==> src/hw/rtl/adq_pkg.sv <==
// Shared types and codes for the array deque with sort and reverse.
package adq_pkg;

	localparam int FUNC_W   = 4;
	localparam int VALUE_W  = 32;
	localparam int COUNT_W  = 8;
	localparam int STATUS_W = 2;

	// Request codes
	typedef enum logic [FUNC_W-1:0] {
		OP_PUSH_FRONT = 4'd0,
		OP_PUSH_BACK  = 4'd1,
		OP_POP_FRONT  = 4'd2,
		OP_POP_BACK   = 4'd3,
		OP_PEEK_FRONT = 4'd4,
		OP_PEEK_BACK  = 4'd5,
		OP_SIZE       = 4'd6,
		OP_REVERSE    = 4'd7,
		OP_SORT       = 4'd8
	} op_t;

	// Result status codes
	typedef enum logic [STATUS_W-1:0] {
		STS_OK       = 2'd0,
		STS_OVERFLOW = 2'd1,
		STS_NO_FRONT = 2'd2,
		STS_EMPTY    = 2'd3
	} status_t;

	// Sequencer states
	typedef enum logic [3:0] {
		S_IDLE,
		S_POP,
		S_REV_RI,
		S_REV_RJ,
		S_REV_WI,
		S_REV_WJ,
		S_SRT_LD,
		S_SRT_CMP,
		S_SRT_WI,
		S_FIN
	} state_t;

endpackage

==> src/hw/rtl/adq_req_if.sv <==
// Request channel: valid/ready handshake with request code and push data.
interface adq_req_if;
	logic                                valid;
	logic                                ready;
	logic [adq_pkg::FUNC_W-1:0]          func;
	logic signed [adq_pkg::VALUE_W-1:0]  data_in;

	modport source (output valid, output func, output data_in, input ready);
	modport sink   (input valid, input func, input data_in, output ready);
endinterface

==> src/hw/rtl/adq_rsp_if.sv <==
// Response channel: valid/ready handshake with value, count and status.
interface adq_rsp_if;
	logic                                valid;
	logic                                ready;
	logic signed [adq_pkg::VALUE_W-1:0]  value_out;
	logic [adq_pkg::COUNT_W-1:0]         count_out;
	logic [adq_pkg::STATUS_W-1:0]        status;

	modport source (output valid, output value_out, output count_out, output status, input ready);
	modport sink   (input valid, input value_out, input count_out, input status, output ready);
endinterface

==> src/hw/rtl/adq_ram.sv <==
// Generic single-write, single-read RAM with registered read data.
module adq_ram #(
	parameter int WIDTH = 32,
	parameter int DEPTH = 128
) (
	input  logic                     clk,
	input  logic                     we,
	input  logic [$clog2(DEPTH)-1:0] waddr,
	input  logic [WIDTH-1:0]         wdata,
	input  logic [$clog2(DEPTH)-1:0] raddr,
	output logic [WIDTH-1:0]         rdata
);

	logic [WIDTH-1:0] mem_q [DEPTH];

	// write port and registered read port
	always_ff @(posedge clk) begin
		if (we) begin
			mem_q[waddr] <= wdata;
		end
		rdata <= mem_q[raddr];
	end

endmodule

==> src/hw/rtl/adq_cmp.sv <==
// Shared signed (two's complement) compare used by the sort walk.
module adq_cmp #(
	parameter int WIDTH = 32
) (
	input  logic [WIDTH-1:0] a,
	input  logic [WIDTH-1:0] b,
	output logic             gt
);

	// a > b, both taken as two's complement
	assign gt = $signed(a) > $signed(b);

endmodule

==> src/hw/rtl/array_deque_with_sort_reverse.sv <==
// Push, size, unknown codes go IDLE then FIN; a non-empty pop/peek goes IDLE, POP, FIN.
// Reverse: per swapped pair, read i, read j, write i, write j (one RAM read port, one write port).
// Sort: each slot is loaded, compared with every later slot and written back, one compare a cycle.
// One request in flight; the next is taken the cycle after its result enters the output register.
// Reset (arst_n low, asynchronous): deque empty, both indices 0, no result pending.
// Store contents are not cleared; only slots between the indices are ever read.
module array_deque_with_sort_reverse #(
	parameter int DEPTH      = 128,
	parameter int DATA_WIDTH = 32
) (
	input  logic       clk,
	input  logic       arst_n,
	adq_req_if.sink    req,
	adq_rsp_if.source  rsp
);

	localparam int IW = $clog2(DEPTH);
	localparam int CW = $clog2(DEPTH + 1);
	localparam logic [IW-1:0] LAST = IW'(DEPTH - 1);

	adq_pkg::state_t state_q, state_d;

	logic [IW-1:0] front_q, rear_q, i_q, j_q;
	logic          empty_q;

	logic [DATA_WIDTH-1:0]        cur_q;
	logic [adq_pkg::FUNC_W-1:0]   func_q;
	logic [adq_pkg::VALUE_W-1:0]  res_value_q;
	logic [adq_pkg::STATUS_W-1:0] res_status_q;

	logic                          out_valid_q;
	logic [adq_pkg::VALUE_W-1:0]   out_value_q;
	logic [adq_pkg::COUNT_W-1:0]   out_count_q;
	logic [adq_pkg::STATUS_W-1:0]  out_status_q;

	logic                  mem_we;
	logic [IW-1:0]         mem_waddr, mem_raddr;
	logic [DATA_WIDTH-1:0] mem_wdata, mem_rdata;

	logic                  accept, full, cur_gt, fin_go, rev_more;
	logic [63:0]           din_ext, rd_ext;
	logic [DATA_WIDTH-1:0] push_data;
	logic [CW-1:0]         cnt;

	// element store
	adq_ram #(
		.WIDTH (DATA_WIDTH),
		.DEPTH (DEPTH)
	) u_ram (
		.clk   (clk),
		.we    (mem_we),
		.waddr (mem_waddr),
		.wdata (mem_wdata),
		.raddr (mem_raddr),
		.rdata (mem_rdata)
	);

	// compare unit shared by every step of the sort
	adq_cmp #(
		.WIDTH (DATA_WIDTH)
	) u_cmp (
		.a  (cur_q),
		.b  (mem_rdata),
		.gt (cur_gt)
	);

	// handshake and derived status
	assign req.ready = (state_q == adq_pkg::S_IDLE);
	assign accept    = req.valid && req.ready;
	assign full      = !empty_q && (rear_q == LAST);
	assign fin_go    = !out_valid_q || rsp.ready;
	assign rev_more  = (i_q + IW'(1)) < (j_q - IW'(1));
	assign cnt       = empty_q ? '0 : CW'(rear_q - front_q) + CW'(1);

	// data width conversion: sign extend on store, zero extend on read
	assign din_ext   = 64'(req.data_in);
	assign push_data = din_ext[DATA_WIDTH-1:0];
	assign rd_ext    = 64'(mem_rdata);

	assign rsp.valid     = out_valid_q;
	assign rsp.value_out = out_value_q;
	assign rsp.count_out = out_count_q;
	assign rsp.status    = out_status_q;

	// next state
	always_comb begin
		state_d = state_q;
		case (state_q)
			adq_pkg::S_IDLE: begin
				if (accept) begin
					if (req.func == adq_pkg::OP_REVERSE) begin
						state_d = (empty_q || front_q == rear_q) ? adq_pkg::S_FIN
							: adq_pkg::S_REV_RI;
					end else if (req.func == adq_pkg::OP_SORT) begin
						state_d = (empty_q || front_q == rear_q) ? adq_pkg::S_FIN
							: adq_pkg::S_SRT_LD;
					end else if (req.func inside {adq_pkg::OP_POP_FRONT, adq_pkg::OP_POP_BACK,
							adq_pkg::OP_PEEK_FRONT, adq_pkg::OP_PEEK_BACK}) begin
						state_d = empty_q ? adq_pkg::S_FIN : adq_pkg::S_POP;
					end else begin
						state_d = adq_pkg::S_FIN;
					end
				end
			end
			adq_pkg::S_POP:     state_d = adq_pkg::S_FIN;
			adq_pkg::S_REV_RI:  state_d = adq_pkg::S_REV_RJ;
			adq_pkg::S_REV_RJ:  state_d = adq_pkg::S_REV_WI;
			adq_pkg::S_REV_WI:  state_d = adq_pkg::S_REV_WJ;
			adq_pkg::S_REV_WJ:  state_d = rev_more ? adq_pkg::S_REV_RI : adq_pkg::S_FIN;
			adq_pkg::S_SRT_LD:  state_d = adq_pkg::S_SRT_CMP;
			adq_pkg::S_SRT_CMP: state_d = (j_q == rear_q) ? adq_pkg::S_SRT_WI
				: adq_pkg::S_SRT_CMP;
			adq_pkg::S_SRT_WI:  state_d = (i_q + IW'(1) == rear_q) ? adq_pkg::S_FIN
				: adq_pkg::S_SRT_LD;
			adq_pkg::S_FIN:     state_d = fin_go ? adq_pkg::S_IDLE : adq_pkg::S_FIN;
			default:            state_d = adq_pkg::S_IDLE;
		endcase
	end

	// memory port controls
	always_comb begin
		mem_we    = 1'b0;
		mem_waddr = i_q;
		mem_wdata = cur_q;
		mem_raddr = i_q;
		case (state_q)
			adq_pkg::S_IDLE: begin
				mem_wdata = push_data;
				if (req.func inside {adq_pkg::OP_POP_FRONT, adq_pkg::OP_PEEK_FRONT,
						adq_pkg::OP_SORT}) begin
					mem_raddr = front_q;
				end else begin
					mem_raddr = rear_q;
				end
				if (accept && !full) begin
					case (req.func)
						adq_pkg::OP_PUSH_FRONT: begin
							if (empty_q) begin
								mem_we    = 1'b1;
								mem_waddr = '0;
							end else if (front_q != '0) begin
								mem_we    = 1'b1;
								mem_waddr = front_q - IW'(1);
							end
						end
						adq_pkg::OP_PUSH_BACK: begin
							mem_we    = 1'b1;
							mem_waddr = empty_q ? '0 : rear_q + IW'(1);
						end
						default: mem_we = 1'b0;
					endcase
				end
			end
			adq_pkg::S_REV_RI: mem_raddr = i_q;
			adq_pkg::S_REV_RJ: mem_raddr = j_q;
			adq_pkg::S_REV_WI: begin
				mem_we    = 1'b1;
				mem_waddr = i_q;
				mem_wdata = mem_rdata;
			end
			adq_pkg::S_REV_WJ: begin
				mem_we    = 1'b1;
				mem_waddr = j_q;
			end
			adq_pkg::S_SRT_LD: mem_raddr = j_q;
			adq_pkg::S_SRT_CMP: begin
				// read ahead one slot while the compare runs on the current one
				mem_raddr = (j_q == rear_q) ? j_q : j_q + IW'(1);
				mem_we    = cur_gt;
				mem_waddr = j_q;
			end
			adq_pkg::S_SRT_WI: begin
				mem_we    = 1'b1;
				mem_waddr = i_q;
				mem_raddr = i_q + IW'(1);
			end
			default: mem_we = 1'b0;
		endcase
	end

	// state and indices
	always_ff @(posedge clk or negedge arst_n) begin
		if (!arst_n) begin
			state_q     <= adq_pkg::S_IDLE;
			front_q     <= '0;
			rear_q      <= '0;
			empty_q     <= 1'b1;
			i_q         <= '0;
			j_q         <= '0;
			out_valid_q <= 1'b0;
		end else begin
			state_q <= state_d;
			case (state_q)
				adq_pkg::S_IDLE: begin
					if (accept) begin
						case (req.func)
							adq_pkg::OP_PUSH_FRONT: begin
								if (!full) begin
									if (empty_q) begin
										empty_q <= 1'b0;
										front_q <= '0;
										rear_q  <= '0;
									end else if (front_q != '0) begin
										front_q <= front_q - IW'(1);
									end
								end
							end
							adq_pkg::OP_PUSH_BACK: begin
								if (!full) begin
									if (empty_q) begin
										empty_q <= 1'b0;
										front_q <= '0;
										rear_q  <= '0;
									end else begin
										rear_q <= rear_q + IW'(1);
									end
								end
							end
							adq_pkg::OP_REVERSE: begin
								i_q <= front_q;
								j_q <= rear_q;
							end
							adq_pkg::OP_SORT: begin
								i_q <= front_q;
								j_q <= front_q + IW'(1);
							end
							default: i_q <= i_q;
						endcase
					end
				end
				adq_pkg::S_POP: begin
					if (func_q == adq_pkg::OP_POP_FRONT || func_q == adq_pkg::OP_POP_BACK) begin
						if (front_q == rear_q) begin
							empty_q <= 1'b1;
							front_q <= '0;
							rear_q  <= '0;
						end else if (func_q == adq_pkg::OP_POP_FRONT) begin
							front_q <= front_q + IW'(1);
						end else begin
							rear_q <= rear_q - IW'(1);
						end
					end
				end
				adq_pkg::S_REV_WJ: begin
					i_q <= i_q + IW'(1);
					j_q <= j_q - IW'(1);
				end
				adq_pkg::S_SRT_CMP: begin
					if (j_q != rear_q) begin
						j_q <= j_q + IW'(1);
					end
				end
				adq_pkg::S_SRT_WI: begin
					i_q <= i_q + IW'(1);
					j_q <= i_q + IW'(2);
				end
				default: i_q <= i_q;
			endcase
			// output register: filled from FIN, drained by a transfer
			if (state_q == adq_pkg::S_FIN && fin_go) begin
				out_valid_q <= 1'b1;
			end else if (rsp.ready) begin
				out_valid_q <= 1'b0;
			end
		end
	end

	// payload registers
	always_ff @(posedge clk) begin
		case (state_q)
			adq_pkg::S_IDLE: begin
				if (accept) begin
					func_q       <= req.func;
					res_value_q  <= '0;
					res_status_q <= adq_pkg::STS_OK;
					case (req.func)
						adq_pkg::OP_PUSH_FRONT: begin
							if (full) begin
								res_status_q <= adq_pkg::STS_OVERFLOW;
							end else if (!empty_q && front_q == '0) begin
								res_status_q <= adq_pkg::STS_NO_FRONT;
							end
						end
						adq_pkg::OP_PUSH_BACK: begin
							if (full) begin
								res_status_q <= adq_pkg::STS_OVERFLOW;
							end
						end
						adq_pkg::OP_POP_FRONT, adq_pkg::OP_POP_BACK,
						adq_pkg::OP_PEEK_FRONT, adq_pkg::OP_PEEK_BACK: begin
							if (empty_q) begin
								res_value_q  <= '1;
								res_status_q <= adq_pkg::STS_EMPTY;
							end
						end
						default: res_status_q <= adq_pkg::STS_OK;
					endcase
				end
			end
			adq_pkg::S_POP:    res_value_q <= rd_ext[adq_pkg::VALUE_W-1:0];
			adq_pkg::S_REV_RJ: cur_q <= mem_rdata;
			adq_pkg::S_SRT_LD: cur_q <= mem_rdata;
			adq_pkg::S_SRT_CMP: begin
				// keep the smaller one; the larger went back to slot j
				if (cur_gt) begin
					cur_q <= mem_rdata;
				end
			end
			adq_pkg::S_FIN: begin
				if (fin_go) begin
					out_value_q  <= res_value_q;
					out_count_q  <= adq_pkg::COUNT_W'(cnt);
					out_status_q <= res_status_q;
				end
			end
			default: cur_q <= cur_q;
		endcase
	end

`ifndef ASSERT_OFF
	a_order: assert property (@(posedge clk) disable iff (!arst_n)
		!empty_q |-> rear_q >= front_q)
		else $error("rear index below front index");

	a_empty_idx: assert property (@(posedge clk) disable iff (!arst_n)
		empty_q |-> (front_q == '0 && rear_q == '0))
		else $error("empty deque with nonzero index");

	a_sort_j: assert property (@(posedge clk) disable iff (!arst_n)
		state_q == adq_pkg::S_SRT_CMP |-> (j_q > i_q && j_q <= rear_q))
		else $error("sort inner index out of range");

	a_rev_ij: assert property (@(posedge clk) disable iff (!arst_n)
		(state_q == adq_pkg::S_REV_RI || state_q == adq_pkg::S_REV_RJ ||
		 state_q == adq_pkg::S_REV_WI || state_q == adq_pkg::S_REV_WJ) |-> i_q < j_q)
		else $error("reverse indices crossed");

	a_busy: assert property (@(posedge clk) disable iff (!arst_n)
		accept |=> state_q != adq_pkg::S_IDLE)
		else $error("request transfer did not start a sequence");
`endif

endmodule
==> src/flat_wrapper.sv <==
// flat-port wrapper written by rule: the top's interface ports become plain ports
module array_deque_with_sort_reverse_flat 
#(
	parameter int DEPTH      = 128,
	parameter int DATA_WIDTH = 32
)
  (clk, arst_n, req_valid, req_func, req_data_in, req_ready, rsp_valid, rsp_value_out, rsp_count_out, rsp_status, rsp_ready);
  adq_req_if req_i ();
  adq_rsp_if rsp_i ();
  input  logic clk;
  input  logic arst_n;
  input wire logic [$bits(req_i.valid)-1:0] req_valid;
  input wire logic [$bits(req_i.func)-1:0] req_func;
  input wire logic [$bits(req_i.data_in)-1:0] req_data_in;
  output wire logic [$bits(req_i.ready)-1:0] req_ready;
  output wire logic [$bits(rsp_i.valid)-1:0] rsp_valid;
  output wire logic [$bits(rsp_i.value_out)-1:0] rsp_value_out;
  output wire logic [$bits(rsp_i.count_out)-1:0] rsp_count_out;
  output wire logic [$bits(rsp_i.status)-1:0] rsp_status;
  input wire logic [$bits(rsp_i.ready)-1:0] rsp_ready;
  assign req_i.valid = req_valid;
  assign req_i.func = req_func;
  assign req_i.data_in = req_data_in;
  assign req_ready = req_i.ready;
  assign rsp_valid = rsp_i.valid;
  assign rsp_value_out = rsp_i.value_out;
  assign rsp_count_out = rsp_i.count_out;
  assign rsp_status = rsp_i.status;
  assign rsp_i.ready = rsp_ready;
  array_deque_with_sort_reverse #(.DEPTH(DEPTH), .DATA_WIDTH(DATA_WIDTH)) u_core (.clk(clk), .arst_n(arst_n), .req(req_i), .rsp(rsp_i));
endmodule
==> config.mk <==
export PLATFORM = sky130hd
export DESIGN_NAME = array_deque_with_sort_reverse_flat
export DESIGN_NICKNAME = d
export VERILOG_FILES = /design/src/hw/rtl/adq_pkg.sv /design/src/hw/rtl/adq_req_if.sv /design/src/hw/rtl/adq_rsp_if.sv /design/src/hw/rtl/adq_ram.sv /design/src/hw/rtl/adq_cmp.sv /design/src/hw/rtl/array_deque_with_sort_reverse.sv /design/src/flat_wrapper.sv
export SDC_FILE = /design/constraint.sdc
export NUM_CORES = 2
export LEC_CHECK = 0
export ABC_AREA = 1
export BUFFER_PORTS_ARGS = -buffer_cell sky130_fd_sc_hd__buf_2
export CAP_MARGIN = 20
export CELL_PAD_IN_SITES_DETAIL_PLACEMENT = 1
export CELL_PAD_IN_SITES_GLOBAL_PLACEMENT = 1
export CORE_MARGIN = 1
export CORE_UTILIZATION = 50
export DETAILED_ROUTE_END_ITERATION = 6
export PLACE_DENSITY = 0.8
export SYNTH_ARGS = -nofsm -noshare
export SYNTH_HDL_FRONTEND = slang
export SYNTH_SLANG_ARGS = --single-unit
==> constraint.sdc <==
create_clock -name clk -period 6.9 [get_ports clk]
set_input_delay 2.07 -clock clk [delete_from_list [all_inputs] [get_ports clk]]
set_output_delay 2.07 -clock clk [all_outputs]
set_load 0.005 [all_outputs]
==> results.yml <==
run_status:
  outcome: "finished clean"
sta:
  finalCritPeriodShare: 0.950
  drv_slew: 0
  fmax_ghz: 0.153
  timing_hold_violations_final: 0
  hold_ws_ps: 421
  fin_worst_skew_ps: 61.2
  setup_violations: 0
  min_period_ps: 6560
  slew_headroom: 0.181
  worst_pin_slew_ps: 1230
  rsz0062_at_grt: "no"
floorplan:
  die_x_um: 596
  initial_core_util: 0.504
  die_area_sq_mm: 0.355
  boundaryPins: 84
  die_y_um: 596
  placement_rows: 217
  core_region_area_sq_mm: 0.350
synthesis:
  syn_area_sq_mm: 0.176
  yosysWarnings: 0
  yosys.area_share.simple: 0.226
  synthFlopType: "edfxtp_1"
  synthAdderAreaFrac: 0.00437
  synth-compound-area-share: 0.00858
  yosysMostFrequentCell: "nand3_1"
  synthCells: 14646
  ys_ff_latch: 4274
  yosysSeqAreaShare: 0.725
  syn_nets: 14747
  synth_xor_xnor_area_share: 0.00154
  synth_top_family_by_area: "simple AND/OR/NAND/NOR gates"
  synthTopCellsByCount: "5455 x nand3_1, 4208 x edfxtp_1, 3009 x nand2_1"
  yosys.area.top_type: "edfxtp_1"
  synth_edf_count: 4208
  yosys-top-cells-area: "edfxtp_1 72%, nand3_1 15%, nand2_1 6.4%"
  synth_top_area_frac: 0.717
  synth_cell_types: 50
  avgSynthCellArea_sq_um: 12.0
  synth_mux_area_frac: 0
  async_reset_ff_frac: 0.00796
cells_and_area:
  nets: 14657
  area.growth.synth_to_final_pct: 12.6
  ff_latch_area_sq_mm: 0.128
  final.fill_count: 34779
  drive_gt1_frac: 0.0902
  fin_area_sq_mm: 0.198
  multiInputGateArea_sq_mm: 0.0431
place:
  port_buffers: 83
  dpl.hpwl_um: 355000
  dpl_cell_area_sq_mm: 0.184
  place_congestion: 0.901
drt:
  drt-total-wl_um: 645000
  drc: 0
  post_drt_wl_per_cell_um: 33.0
  first_pass_iters: 6
  via_per_inst: 6.72
  drtIter0Drc: 20181
  dr_total_vias: 131337
  ant_nets: 0
worst_setup_path:
  worst-setup-path-type: "input pin to register"
  end_kind: "register"
  arrival_ps: 7450
  r2r-start: "u_core.state_q[2]$_DFFE_PN0N_"
  start_kind: "input pin"
  r2r_setup_slack_ps: 740
  worstPathRequired_ps: 7790
  crit_fanout: 53
  r2r_cells: 18
  timing.rr.end: "u_core.u_ram.rdata[14]$_DFF_P_"
global_routing:
  grt_usage: 0.355
  grt_pass1_vias: 136916
  grt-ovfl-total: 0
  antenna_found_initial: 31
  grt_max_degree: 159
  grt_first_pass_wirelength_um: 928000
clock_tree:
  post_cts_buffers: 0
  ctsHtreeMaxLevel: 5
  cts.sinks: 4274
  cts_hold_buf: 0
  clk_latency_ps: 1000
  cts-resized-gates: 0
  cts_tree: "built"
  ctsRootBufferMaster: "clkbuf_16"
  cts_inserted_buffers: 434
  cts.clk_slew.worst_paths_ps: 60
  clock_tree.buffer_depth: 4
flow_run:
  drv_cap: 0
min_path:
  hp-class: "register to register"
  holdPathStages: 0
  holdPathEnd: "u_core.rsp.value_out[21]$_DFFE_PP_"
  min-delay-start: "u_core.res_value_q[21]$_DFFE_PP_"
==> critical path: stages <==
cell and delay, ps:
buf_2 170, nor2_2 80, nand3_2 110, nand3_1 430, nand2_1 180, a21oi_1 160, nand2_8 160, nand2_8 240
inv_8 410, buf_12 370, buf_4 730, nand2_1 170, nand3_1 150, nand3_1 110, nand3_1 120, nand3_1 240
nand3_1 550, nand3_1 600, nand2_1 200
==> flip-flops by register name, indices dropped and copies added (netlist names), 2 cells and up <==
register / flops
u_core.j_q: 7
u_core.res_value_q: 32
u_core.state_q: 4
u_core.i_q: 7
u_core.rsp.count_out: 8
u_core.u_ram.rdata: 32
u_core.u_ram.mem_q: 4096
u_core.front_q: 7
u_core.rear_q: 7
u_core.cur_q: 32
u_core.rsp.status: 2
u_core.res_status_q: 2
u_core.rsp.value_out: 32
u_core.func_q: 4
==> layout make-up <==
cell class | instances | share of cell area
Tap cell | 4599 | 0.0290
Clock buffer | 537 | 0.0575
Inverter | 215 | 0.00421
Timing Repair Buffer | 565 | 0.0341
Clock inverter | 267 | 0.0134
Antenna cell | 10 | 0.000126
Multi-Input combinational cell | 9066 | 0.217
Sequential cell | 4274 | 0.644
==> per-stage QoR <==
stage	setup TNS [ps]	setup WS [ps]	util	cells
6_report	0	344	0.567	19533
5_1_grt	0	437	0.567	19524
4_1_cts	0	655	0.567	19521
3_5_place_dp	-563	-295	0.526	18717
3_3_place_gp	-202	-133	0.526	18713
2_1_floorplan	0	819	-	14646
==> routing by layer <==
metal	GRT usage	vias up	share of wire
li1	-	53185	-
met1	0.443	66432	0.35
met2	0.564	9569	0.46
met3	0.0870	2131	0.12
met4	0.213	20	0.068
met5	0	-	0.00022
==> placed cells by master, fill, tap and decap left out, types with 7 or more instances in the layout <==
master / n
ha_1: 60
xor2_1: 25
buf_2: 83
diode_2: 10
nor3_1: 14
a21oi_1: 51
clkinv_2: 90
buf_4: 264
inv_6: 7
clkbuf_16: 440
o22ai_1: 14
o211ai_1: 45
nor2_2: 16
clkbuf_1: 93
edfxtp_1: 4208
nor2_1: 96
inv_2: 31
nor2_4: 92
nand2_2: 12
o21ai_1: 7
a31oi_1: 7
nand2_1: 3005
bufinv_16: 47
clkinv_1: 118
nand4_1: 15
buf_12: 218
o21ai_0: 98
nand3_1: 5454
dfxtp_1: 32
dfrtp_1: 33
inv_1: 164
==> worst max path at each step <==
stage | startpoint | to | slack [ps] | cells past startpoint
after floorplan | req_valid | u_core.front_q[0]$_DFFE_PN0P_ | 820 | 8
after detailed placement | req_func[1] | u_core.u_ram.rdata[14]$_DFF_P_ | -300 | 19
after CTS | req_func[1] | u_core.u_ram.rdata[14]$_DFF_P_ | 650 | 19
after global routing | req_func[1] | u_core.u_ram.rdata[14]$_DFF_P_ | 440 | 19
after global placement | req_func[1] | u_core.u_ram.rdata[14]$_DFF_P_ | -130 | 19
final | req_func[1] | u_core.u_ram.rdata[14]$_DFF_P_ | 340 | 19
==> cells by family after synthesis <==
logic type | Yosys count
compound gates | 255
xor+xnor | 31
fa+ha+maj | 61
buf+inv | 1306
flops | 4274
simple gates | 8719
Power is not shown: default switching activity piles up to over one toggle a cycle in this logic, so the estimate is an artifact.
